## src/sv/bracket_balance_checker_core_assert.svh

```systemverilog
// Assertion macros shared by the bracket balance checker RTL.
`ifndef BRACKET_BALANCE_CHECKER_CORE_ASSERT_SVH
`define BRACKET_BALANCE_CHECKER_CORE_ASSERT_SVH

`ifndef SYNTH
// The consequent must hold in the same cycle as the antecedent.
`define BBC_ASSERT_IMP(label, clk, rst, ante, cons) \
  label: assert property (@(posedge clk) disable iff (rst) (ante) |-> (cons)) \
    else $error("bracket checker assertion failed");
// The consequent must hold in the cycle after the antecedent.
`define BBC_ASSERT_NEXT(label, clk, rst, ante, cons) \
  label: assert property (@(posedge clk) disable iff (rst) (ante) |=> (cons)) \
    else $error("bracket checker assertion failed");
`else
`define BBC_ASSERT_IMP(label, clk, rst, ante, cons)
`define BBC_ASSERT_NEXT(label, clk, rst, ante, cons)
`endif

`endif

```

## src/sv/bbc_pkg.sv

```systemverilog
// Types, constants and the byte decoder for the bracket balance checker.
package bbc_pkg;

  localparam int STACK_DEPTH = 128;
  localparam int COUNT_W     = $clog2(STACK_DEPTH + 1);

  localparam logic [7:0] CH_OPEN_PAREN  = 8'h28;
  localparam logic [7:0] CH_CLOSE_PAREN = 8'h29;
  localparam logic [7:0] CH_OPEN_SQUARE = 8'h5B;
  localparam logic [7:0] CH_CLOSE_SQUARE = 8'h5D;
  localparam logic [7:0] CH_OPEN_CURLY  = 8'h7B;
  localparam logic [7:0] CH_CLOSE_CURLY = 8'h7D;

  typedef logic [1:0] code_t;

  localparam code_t CODE_PAREN  = 2'd0;
  localparam code_t CODE_SQUARE = 2'd1;
  localparam code_t CODE_CURLY  = 2'd2;

  typedef enum logic [1:0] {
    OP_HOLD,
    OP_PUSH,
    OP_POP
  } stack_op_t;

  // Command for the stack row: the op goes to every cell, the push code to cell 0.
  typedef struct packed {
    stack_op_t op;
    code_t     push_code;
  } stack_ctrl_t;

  typedef struct packed {
    logic  is_open;
    logic  is_close;
    code_t code;
  } br_class_t;

  function automatic br_class_t classify(input logic [7:0] b);
    br_class_t c;
    c = '{is_open: 1'b0, is_close: 1'b0, code: CODE_PAREN};
    unique case (b)
      CH_OPEN_PAREN:   c = '{is_open: 1'b1, is_close: 1'b0, code: CODE_PAREN};
      CH_OPEN_SQUARE:  c = '{is_open: 1'b1, is_close: 1'b0, code: CODE_SQUARE};
      CH_OPEN_CURLY:   c = '{is_open: 1'b1, is_close: 1'b0, code: CODE_CURLY};
      CH_CLOSE_PAREN:  c = '{is_open: 1'b0, is_close: 1'b1, code: CODE_PAREN};
      CH_CLOSE_SQUARE: c = '{is_open: 1'b0, is_close: 1'b1, code: CODE_SQUARE};
      CH_CLOSE_CURLY:  c = '{is_open: 1'b0, is_close: 1'b1, code: CODE_CURLY};
      default:         c = '{is_open: 1'b0, is_close: 1'b0, code: CODE_PAREN};
    endcase
    return c;
  endfunction

endpackage

```

## src/sv/bbc_cell.sv

```systemverilog
// One stack cell: holds a bracket code and shifts with its neighbors.
module bbc_cell
  import bbc_pkg::*;
(
  input  logic      clk,
  input  stack_op_t op,
  input  code_t     above,
  input  code_t     below,
  output code_t     code
);

  always_ff @(posedge clk) begin
    unique case (op)
      OP_PUSH: code <= above;
      OP_POP:  code <= below;
      OP_HOLD: code <= code;
      default: code <= code;
    endcase
  end

endmodule

```

## src/sv/bbc_stack.sv

```systemverilog
// Shift-register stack built from a row of cells; cell 0 is the top.
module bbc_stack
  import bbc_pkg::*;
(
  input  logic        clk,
  input  stack_ctrl_t ctrl,
  output code_t       top
);

  code_t cell_code [STACK_DEPTH];

  for (genvar i = 0; i < STACK_DEPTH; i++) begin : g_cell
    code_t above;
    code_t below;

    if (i == 0) begin : g_first
      assign above = ctrl.push_code;
    end else begin : g_mid_a
      assign above = cell_code[i-1];
    end

    // The bottom cell refills from itself on a pop; that slot is then unused.
    if (i == STACK_DEPTH - 1) begin : g_last
      assign below = cell_code[i];
    end else begin : g_mid_b
      assign below = cell_code[i+1];
    end

    bbc_cell u_cell (
      .clk   (clk),
      .op    (ctrl.op),
      .above (above),
      .below (below),
      .code  (cell_code[i])
    );
  end

  assign top = cell_code[0];

endmodule

```

## src/sv/bracket_balance_checker_core.sv

```systemverilog
// Top level of the bracket balance checker: control, counters and result register.
//
//  Channel | Handshake           | Payload
//  --------+---------------------+----------------------
//  input   | in_valid / in_stall | char_byte, is_last
//  output  | out_valid/out_stall | balanced, overflowed
//
// One byte is taken every cycle that in_stall is low; each push or pop shifts the
// whole cell row at once and the match check reads only cell 0, so no stall comes
// from the stack. A result appears on out_valid the cycle after its final byte is
// accepted. Reset clears the depth count, the sticky flags and out_valid; the
// result bits and the cells hold no reset. The input stalls only while a result
// is held and the output side stalls.
module bracket_balance_checker_core
  import bbc_pkg::*;
(
  input  logic       clk,
  input  logic       rst,
  input  logic       in_valid,
  output logic       in_stall,
  input  logic [7:0] char_byte,
  input  logic       is_last,
  output logic       out_valid,
  input  logic       out_stall,
  output logic       balanced,
  output logic       overflowed
);

`include "bracket_balance_checker_core_assert.svh"

  logic [COUNT_W-1:0] stack_count;
  logic [COUNT_W-1:0] stack_count_next;
  logic               mismatch_seen;
  logic               mismatch_seen_next;
  logic               overflow_seen;
  logic               overflow_seen_next;

  br_class_t   cls;
  stack_ctrl_t ctrl;
  code_t       top;
  logic        in_acc;
  logic        active;
  logic        full;
  logic        empty;

  assign in_stall = out_valid && out_stall;
  assign in_acc   = in_valid && !in_stall;
  assign cls      = classify(char_byte);
  assign active   = in_acc && !mismatch_seen;
  assign full     = (stack_count == COUNT_W'(STACK_DEPTH));
  assign empty    = (stack_count == '0);

  always_comb begin
    ctrl.op            = OP_HOLD;
    ctrl.push_code     = cls.code;
    stack_count_next   = stack_count;
    mismatch_seen_next = mismatch_seen;
    overflow_seen_next = overflow_seen;
    if (active && cls.is_open) begin
      if (full) begin
        overflow_seen_next = 1'b1;
      end else begin
        ctrl.op          = OP_PUSH;
        stack_count_next = stack_count + 1'b1;
      end
    end else if (active && cls.is_close) begin
      if (empty) begin
        mismatch_seen_next = 1'b1;
      end else begin
        ctrl.op          = OP_POP;
        stack_count_next = stack_count - 1'b1;
        if (top != cls.code) begin
          mismatch_seen_next = 1'b1;
        end
      end
    end
  end

  bbc_stack u_stack (
    .clk  (clk),
    .ctrl (ctrl),
    .top  (top)
  );

  always_ff @(posedge clk) begin
    if (rst) begin
      stack_count   <= '0;
      mismatch_seen <= 1'b0;
      overflow_seen <= 1'b0;
      out_valid     <= 1'b0;
    end else begin
      if (in_acc && is_last) begin
        // The final byte is applied first, then the string state starts over.
        balanced      <= !mismatch_seen_next && (stack_count_next == '0);
        overflowed    <= overflow_seen_next;
        out_valid     <= 1'b1;
        stack_count   <= '0;
        mismatch_seen <= 1'b0;
        overflow_seen <= 1'b0;
      end else begin
        if (!out_stall) begin
          out_valid <= 1'b0;
        end
        stack_count   <= stack_count_next;
        mismatch_seen <= mismatch_seen_next;
        overflow_seen <= overflow_seen_next;
      end
    end
  end

  `BBC_ASSERT_IMP(a_count_range, clk, rst, 1'b1, stack_count <= COUNT_W'(STACK_DEPTH))
  `BBC_ASSERT_NEXT(a_clear_after_last, clk, rst, in_acc && is_last, stack_count == '0 && !mismatch_seen && !overflow_seen)
  `BBC_ASSERT_NEXT(a_result_follows, clk, rst, in_acc && is_last, out_valid)
  `BBC_ASSERT_NEXT(a_frozen_after_mismatch, clk, rst, mismatch_seen && !(in_acc && is_last), $stable(stack_count))
  `BBC_ASSERT_IMP(a_stall_needs_result, clk, rst, in_stall, out_valid)

endmodule

```

## config.mk

```make
export PLATFORM = sky130hd
export DESIGN_NAME = bracket_balance_checker_core
export DESIGN_NICKNAME = d
export VERILOG_FILES = /design/src/sv/bbc_pkg.sv /design/src/sv/bbc_cell.sv /design/src/sv/bbc_stack.sv /design/src/sv/bracket_balance_checker_core.sv
export VERILOG_INCLUDE_DIRS = /design/src /design/src/sv
export SDC_FILE = /design/constraint.sdc
export NUM_CORES = 1
export LEC_CHECK = 0
export ABC_AREA = 1
export BUFFER_PORTS_ARGS = -buffer_cell sky130_fd_sc_hd__buf_2
export CAP_MARGIN = 20
export CORE_MARGIN = 2
export CORE_UTILIZATION = 50
export CTS_BUF_LIST = sky130_fd_sc_hd__clkbuf_4
export DETAILED_ROUTE_END_ITERATION = 16
export PLACE_DENSITY = 0.66
export SLEW_MARGIN = 20
export SYNTH_ARGS = -nofsm -noshare
export SYNTH_HDL_FRONTEND = slang
export SYNTH_SLANG_ARGS = --single-unit
```

## constraint.sdc

```tcl
create_clock -name clk -period 8.4 [get_ports clk]
set_clock_uncertainty 0.05 [all_clocks]
set_input_delay 0.42 -clock clk [delete_from_list [all_inputs] [get_ports clk]]
set_output_delay 0.42 -clock clk [all_outputs]
set_load 0.005 [all_outputs]
```

# ---- Word-level counts from Yosys, hierarchy flattened
# Index checks and enable logic that the tools add are counted.
dict set report classes {
  n_addsub 2
  mul 0
  div_mod_pow 0
  n_lt_le_gt_ge 0
  eq_ne 11
  shifts 0
  muxes 144
  n_bitwise 1
  n_reduce_logical 15
}
# cell n
set ops {}
lappend ops {{$pmux W2 S2} 127}
lappend ops {{$eq A8 B7 Y1 const B} 4}
lappend ops {{$mux W8} 4}
lappend ops {{$pmux W4 S6} 1}
lappend ops {{$eq A8 B6 Y1 const B} 2}
lappend ops {{$logic_not A8 Y1} 2}
lappend ops {{$mux W1} 9}
lappend ops {{$add A8 B1 Y8 const B} 1}
lappend ops {{$eq A8 B8 Y1 const B} 1}
lappend ops {{$sub A8 B1 Y8 const B} 1}
lappend ops {{$logic_and A1 B1 Y1} 7}
lappend ops {{$mux W2} 3}
lappend ops {{$logic_not A1 Y1} 3}
lappend ops {{$eq A2 B1 Y1 const B} 1}
lappend ops {{$eq A2 B2 Y1 const B} 1}
lappend ops {{$ne A2 B1 Y1 const B} 1}
lappend ops {{$ne A2 B2 Y1} 1}
lappend ops {{$reduce_and A2 Y1} 1}
lappend ops {{$reduce_bool A2 Y1} 1}
lappend ops {{$reduce_or A2 Y1} 1}
lappend ops {{$not A1 Y1} 1}
dict set report totals {
  register_bits 269
  latch_bits 0
  ram_bits 0
  rom_bits 0
  output_inout_bits 4
  elab_cells 307
  memories 0
}

# ---- Logic depth before layout (Yosys ltp)
# Gate-level depths: netlist (run 1).
dict set report logic_depth {
  word_depth 9
  ltp_mapped 13
  mapped_depth_nobuf 13
}

# ---- By module
# A second synthesis (run 1) with hierarchy kept.
dict set report unflattened {
  cells_unflattened 1740
  area_unflattened_um2 14876.8
}
# module instances cells_each area_per_inst_um2
set by_module_without_submodules {}
lappend by_module_without_submodules {bbc_cell 128 12 106.4}
lappend by_module_without_submodules {bracket_balance_checker_core 1 204 1263.7}

# ---- Worst setup path after synthesis (run 1)
# No wires, ideal clock.
dict set report synth_path {
  path_type {reg-to-reg}
  start {register stack_count[0]}
  end {register balanced (data pin)}
  arrival_time_ps 7055
  slack_ps 1042
  stages_incl_launch_ff 13
  n_path_buf 0
  cell_sequence {dfxtp_1 inv_1 ha_1 nand3_2 nor2_1 nand3_1 nand3_1 nand2_1 nand2_1 nand2_1 nor2_1 nand2_1 nor3_2}
}
dict set report synth_between {
  elab_chain_cells 6
  word_cells_on_any_way 14
  cone_classes {add/sub: 2; eq/ne: 1; mux: 7; reduce/logical: 4}
}
# item line_no
set synth_lines {}
lappend synth_lines {{start: declaration} bracket_balance_checker_core.sv:31} ;# logic [COUNT_W-1:0] stack_count;
lappend synth_lines {{start signal: assignment} bracket_balance_checker_core.sv:104} ;# stack_count <= stack_count_next;
lappend synth_lines {{$sub A8 B1 Y8 or $logic_not A8 Y1 (tied branches)} {bracket_balance_checker_core.sv:71, bracket_balance_checker_core.sv:51}}
lappend synth_lines {{$mux W8 or $mux W1 (tied branches)} bracket_balance_checker_core.sv:67} ;# if (empty) begin
lappend synth_lines {{$mux W8 or $mux W1 (tied branches)} bracket_balance_checker_core.sv:66} ;# end else if (active && cls.is_close) begin
lappend synth_lines {{$mux W8 or $mux W1 (tied branches)} bracket_balance_checker_core.sv:59} ;# if (active && cls.is_open) begin
lappend synth_lines {{$logic_not A8 Y1 or $logic_not A1 Y1 (tied branches)} bracket_balance_checker_core.sv:94} ;# balanced <= !mismatch_seen_next && (stack_count_next == '0);
lappend synth_lines {{$logic_and A1 B1 Y1 (*)} bracket_balance_checker_core.sv:94}
lappend synth_lines {{end signal: assignment} bracket_balance_checker_core.sv:94}
lappend synth_lines {{end: declaration} bracket_balance_checker_core.sv:25} ;# output logic balanced,
# Every way passes the cells marked *; elsewhere a longest branch is shown, timed or not.
# A chain may end at the register's enable or synchronous reset.

# ---- Final worst setup path (run 1)
dict set report layout_path {
  start {register stack_count[0]}
  end {register u_stack.g_cell[93].u_cell.code[0] (data pin)}
}
dict set report layout_between {
  elab_chain_cells 6
  word_cells_on_any_way 9
  cone_classes {eq/ne: 3; mux: 5; reduce/logical: 1}
}
# item line_no
set layout_lines {}
lappend layout_lines {{$logic_not A8 Y1} bracket_balance_checker_core.sv:51} ;# assign empty = (stack_count == '0);
lappend layout_lines {{$mux W2} bracket_balance_checker_core.sv:67}
lappend layout_lines {{$mux W2} bracket_balance_checker_core.sv:66}
lappend layout_lines {{$mux W2 (*)} bracket_balance_checker_core.sv:59}
lappend layout_lines {{$eq A2 B2 Y1 or $eq A2 B1 Y1 (tied branches)} bbc_cell.sv:13} ;# unique case (op)
lappend layout_lines {{$pmux W2 S2 (*)} bbc_cell.sv:13}
lappend layout_lines {{end signal: assignment} bbc_cell.sv:14} ;# OP_PUSH: code <= above;
lappend layout_lines {{end signal: assignment} bbc_cell.sv:15} ;# OP_POP: code <= below;
lappend layout_lines {{end signal: assignment} bbc_cell.sv:16} ;# OP_HOLD: code <= code;
lappend layout_lines {{end: declaration} bbc_cell.sv:9} ;# output code_t code
# Marked as above.

==> qor.yml, run 1 <==
pwr:
  ir_drop_mv: 0.100
  cellPowerDensity_nw_per_um2: 202
  p_leak_nw: 5.48
worst_setup_path:
  startpoint: "stack_count[0]"
  criticalPathCategory: "reg -> reg"
  crit_fanout: 158
  r2r-start: "stack_count[0]"
  worstPathRequired_ps: 8690
  cp-start-kind: "flop"
  end_kind: "flop"
  crit_arrival_ps: 4020
yosys:
  netlist_top_cells_count: "nand2_1, edfxtp_1, o21ai_0"
  synth_flop_cell: "edfxtp_1"
  yosysMostFrequentCell: "nand2_1"
  synth-seq-cells: 269
  synthCells: 1217
  synth_cell_type_count: 27
  syn_area_um2: 12000
  netlist_top_cells_area: "edfxtp_1, nand2_1, o21ai_0, inv_1, dfxtp_1"
  synth.yosys.seq_area_share: 0.666
  syn_nets: 1232
  async_flop_share: 0
  synth_edf_count: 258
  netlist.area_leader.share: 0.648
  yosysTopAreaCell: "edfxtp_1"
  yosysWarnings: 0
  postSynthAreaPerCell_um2: 9.82
clock_network:
  path_clk_slew_ps: 50
  numCtsBuffers: 73
  cts_resized: 0
  cts_sinks: 269
  hold_buffers: 2
  clockBufferDepth: 3
  cts-root-buf: "clkbuf_4"
  cts_max_level: 3
  post_cts_buffers: 0
  cts_tree: "built"
  clk_latency_ps: 660
global_route:
  grt_overflow: 0
  grtUsageTotal: 0.162
  grt_pass1_vias: 7375
  grt_max_degree: 177
  grt_first_pass_wirelength_um: 33300
  antenna_found_initial: 1
outcome:
  outcome: "complete, no violations"
timing:
  setup-violations-final: 0
  tightest_slew_ps: 1060
  finalHoldViolCount: 0
  post-route-period-util: 0.445
  fmax_ghz: 0.268
  layout_min_cycle_time_ps: 3740
  maxSlewHeadroom: 0.295
  slew_viol_final: 0
  rsz0062_at_grt: "no"
  tns_ps: 0
job:
  maxCapViolCount: 0
place:
  gp_congestion: 0.767
  placed_cell_area_um2: 12100
  port_buffers: 16
  hpwl_um: 10600
die:
  io_pins: 17
  die_h_um: 159
  die_x_um: 159
  row_count: 56
  core_area_um2: 23500
  start_util: 0.509
  die_area_um2: 25200
route:
  drt_iter0_markers: 628
  ant_nets: 0
  via_count: 7999
  routed_via_density: 4.92
  route.detailed.drc: 0
  drt-total-wl_um: 19800
  drtPass1Iterations: 5
  wl_per_cell_um: 12.1
cells_and_area:
  design_area_um2: 13100
  drive_above_1_share: 0.114
  syn2layout_area_growth_pct: 9.50
  fin_nets: 1271
min_path:
  hold_start: "is_last"
  hp-class: "in -> reg"
-- final timing paths --
path	slack (ps)	to	depth (start not counted)
min	130	stack_count[6]	4
min reg2reg	410	overflow_seen	2
max	4660	u_stack.g_cell[93].u_cell.code[0]	9
max reg2reg	4660	u_stack.g_cell[93].u_cell.code[0]	9
-- registers in the layout, indices dropped and copies added (netlist names) --
signal and cells:
u_stack.g_cell.u_cell.code 256, stack_count 8, balanced 1, mismatch_seen 1, out_valid 1, overflow_seen 1, overflowed 1
-- power by group --
group / switching [mW] / internal [mW] / total (mW) / leakage (nW)
logic: 0.0122 / 0.00690 / 0.0191 / 2.52
clock network: 0.533 / 0.633 / 1.17 / 0.541
registers: 0.00192 / 1.45 / 1.46 / 2.42
total: 0.547 / 2.09 / 2.64 / 5.48
-- metal layers --
layer | GRT usage | up-vias | wire length, um
li1 | - | 4086 | -
met2 | 0.234 | 148 | 8740
met1 | 0.232 | 3743 | 9800
met5 | 0 | - | 0
met4 | 0.0665 | 0 | 211
met3 | 0.0468 | 22 | 1000
-- critical path, stage by stage, from the launching register on --
cell and delay [ps]:
dfxtp_1 370, inv_1 120, ha_1 250, nand3_2 130, nor2_4 60, inv_2 90
nand3_4 390, inv_6 860, buf_4 850, o21ai_0 180
-- cell usage in the layout, fill, tap and decap left out, types with 2 or more instances in the layout --
cell | Yosys | routed
clkinv_1 | 0 | 14
a31oi_1 | 2 | 2
a21oi_1 | 13 | 13
nand3_1 | 18 | 18
xor2_1 | 3 | 3
inv_1 | 71 | 71
nand3_4 | 2 | 2
clkinv_2 | 0 | 2
ha_1 | 2 | 2
nand3b_1 | 3 | 3
inv_2 | 5 | 4
nand2_1 | 625 | 624
edfxtp_1 | 258 | 258
o21ai_0 | 101 | 101
bufinv_16 | 0 | 2
clkbuf_4 | 0 | 104
buf_2 | 38 | 16
nor2_1 | 30 | 30
buf_4 | 0 | 3
nor3_1 | 3 | 3
nand2_2 | 3 | 3
clkinvlp_4 | 0 | 3
dfxtp_1 | 11 | 11
nor2_2 | 2 | 2
dlygate4sd3_1 | 0 | 2
-- through the flow --
step	util	setup WS, ps	std cells	power [mW]	hold slack [ps]
global route	0.558	4250	1627	2.75	128
detailed placement	0.517	4580	1498	1.50	406
finish	0.558	4660	1627	2.64	127
global placement	0.517	4640	1498	1.50	398
floorplan	-	1040	1217	1.50	377
CTS	0.558	4620	1626	2.69	65.1
-- logic make-up after synthesis --
kind of cell             count (synthesis)  synth area share
AO/OA/AOI/OAI                          117            0.0494
XOR/XNOR                                 4           0.00293
adder cells (fa/ha/maj)                  2           0.00209
buffers and inverters                  134            0.0536
flip-flops                             269             0.666
AND/OR/NAND/NOR                        691             0.226
-- layout make-up --
type,count,area (um2)
multi-input combinational,814,3350
sequential,269,7970
timing repair buffer,22,143
clock buffer,104,781
fill,2070,10400
tap,319,399
clock inverter,22,154
inverter,76,290
antenna,1,2.50
No activity file was read; power rests on OpenSTA's default activity.
==> inputs of run 2 (changes only) <==
==> constraint.sdc (replaced) <==
create_clock -name clk -period 3.85 [get_ports clk]
set_clock_uncertainty 0.05 [all_clocks]
set_input_delay 0.1925 -clock clk [delete_from_list [all_inputs] [get_ports clk]]
set_output_delay 0.1925 -clock clk [all_outputs]
set_load 0.005 [all_outputs]
==> run 2 against run 1 <==
Against the previous run:
- final area is 0.75% higher
- register-to-register slack worse by 4000 ps
- global-route usage is 0.22 points higher
- sequential share of layout area is 0.45 points lower
- count of clock-buffer cells in the layout is 2 higher
- die area stayed put
- critical endpoint is now u_stack.g_cell[0].u_cell.code[1]
- routed wire length is 0.27% lower
- largest cell class unchanged
- setup slack worse by 4000 ps
- via count is 0.79% lower
- non-clock buffer count is 7 higher
==> qor.yml, run 2 (same netlist as run 1, synthesis figures left out) <==
timing:
  slew_viol_final: 0
  layout_min_cycle_time_ps: 3140
  setup-violations-final: 0
  maxSlewHeadroom: 0.440
  tightest_slew_ps: 840
  post-route-period-util: 0.816
  tns_ps: 0
  setup_slack_ps: 709
  finalHoldViolCount: 0
  fmax_ghz: 0.318
  rsz0062_at_grt: "no"
job:
  maxCapViolCount: 0
place:
  gp_congestion: 0.918
  hpwl_um: 10500
  placed_cell_area_um2: 12200
  port_buffers: 16
  post-place-ws_ps: 933
cells_and_area:
  largest_register_ffs: 256
  drive_above_1_share: 0.117
  fin_nets: 1277
  design_area_um2: 13200
  syn2layout_area_growth_pct: 10.3
  largestRegisters: "u_stack.g_cell.u_cell.code x256, stack_count x8"
  top_register: "u_stack.g_cell.u_cell.code"
  final_common_cell: "nand2_1"
  final_cell_mix: "nand2_1, edfxtp_1, clkbuf_4"
worst_setup_path:
  startpoint: "stack_count[0]"
  reg2reg_slack_ps: 710
  r2r-start: "stack_count[0]"
  rr_endpoint: "u_stack.g_cell[0].u_cell.code[1]"
  critPathBufInv: 4
  worstPathRequired_ps: 4180
  path_delay_family: "buffers and inverters"
  cp-start-kind: "flop"
  slowest_delay_ps: 710
  criticalPathCategory: "reg -> reg"
  crit_chain: "inv_1 > ha_1 > nand3_2 > nor2_4 > inv_2 > nand3_4 > buf_4 > a31oi_1 > dlygate4sd3_1"
  end_kind: "flop"
  crit_arrival_ps: 3470
  r2r_cells: 9
  cpMaxStageDelayCell: "buf_4"
  crit_fanout: 93
  worstSetupPathDepth: 9
global_route:
  grt_max_degree: 151
  grt_first_pass_wirelength_um: 33900
  grt_overflow: 0
  antenna_found_initial: 2
  grtUsageTotal: 0.164
  grt_pass1_vias: 7533
pwr:
  cellPowerDensity_nw_per_um2: 434
  ir_drop_mv: 0.188
  power_frac_clock: 0.437
  p_leak_nw: 5.53
  sw_frac_of_total: 0.210
  intPower_mw: 4.52
  pwr-share-comb: 0.008
  seq_power_share: 0.555
  switching_power_mw: 1.20
route:
  via_count: 7936
  drtPass1Iterations: 4
  ant_nets: 0
  routed_via_density: 4.85
  wl_per_cell_um: 12.1
  route.detailed.drc: 0
  drt-total-wl_um: 19700
  drt_iter0_markers: 580
die:
  die_area_um2: 25200
  io_pins: 17
  die_h_um: 159
  start_util: 0.509
  die_x_um: 159
  core_area_um2: 23500
  row_count: 56
min_path:
  min_to: "u_stack.g_cell[0].u_cell.code[0]"
  whs_path_depth: 5
  hp-class: "in -> reg"
  hold_start: "char_byte[4]"
clock_network:
  cts_resized: 0
  clockBufferDepth: 3
  post_cts_buffers: 0
  clk_latency_ps: 650
  numCtsBuffers: 72
  cts_tree: "built"
  cts_max_level: 3
  cts_sinks: 269
  cts-root-buf: "clkbuf_4"
  path_clk_slew_ps: 60
outcome:
  outcome: "complete, no violations"
## run 2: changes by cell type in the layout (fill, tap and decap cells not counted), moves of 2 or more
cell           before  now
clkbuf_4          104  106
buf_12              1    5
clkinv_1           14   12
inv_2               4    6
dlygate4sd3_1       2    6
## run 2: worst max path at each step
| stage | to |
|---|---|
| floorplan | balanced |
| global placement | u_stack.g_cell[101].u_cell.code[1] |
| detailed placement | u_stack.g_cell[100].u_cell.code[1] |
| CTS | u_stack.g_cell[0].u_cell.code[1] |
| global route | u_stack.g_cell[0].u_cell.code[1] |
| finish | u_stack.g_cell[0].u_cell.code[1] |
## run 2: final cells by class
class,count,area [um2]
antenna,2,5.00
clock buffer,106,796
clock inverter,20,113
fill,2072,10300
inverter,76,290
multi-input combinational,814,3360
sequential,269,7970
tap,319,399
timing repair buffer,29,255
## run 2: repair_timing
action | in CTS | in global routing
endpoints found under the hold margin | 7 | 0
endpoints found under the setup margin | 0 | 0
hold buffers | 6 | 0
## run 2: worst reg2reg max path, stage by stage (launching register included)
cell and delay [ps]:
dfxtp_1 340, inv_1 160, ha_1 230, nand3_2 140, nor2_4 170, inv_2 70, nand3_4 270, buf_4 720
a31oi_1 170, dlygate4sd3_1 590
## run 2: power groups by stage
stage | sequential (mW) | clock (mW) | combinational (mW)
floorplan | 3.24 | 0 | 0.0251
detailed placement | 3.24 | 0 | 0.0415
finish | 3.17 | 2.50 | 0.0452
CTS | 3.17 | 2.60 | 0.0456
global placement | 3.24 | 0 | 0.0404
global route | 3.17 | 2.73 | 0.0516
## run 2: metrics by stage
step / utilization / cells / power (mW) / hold slack (ps)
finish: 0.562 / 1635 / 5.72 / 80.6
global route: 0.562 / 1635 / 5.95 / 73.9
CTS: 0.562 / 1633 / 5.81 / 13.8
detailed placement: 0.520 / 1501 / 3.28 / 346
global placement: 0.520 / 1501 / 3.28 / 337
floorplan: - / 1217 / 3.26 / 212
## run 2: routing by layer
layer,vias to the layer above,routed length (um),global-route usage
met5,-,0,0
met4,0,325,0.0635
met3,33,883,0.0455
met2,132,8610,0.241
met1,3668,9890,0.234
li1,4103,-,-
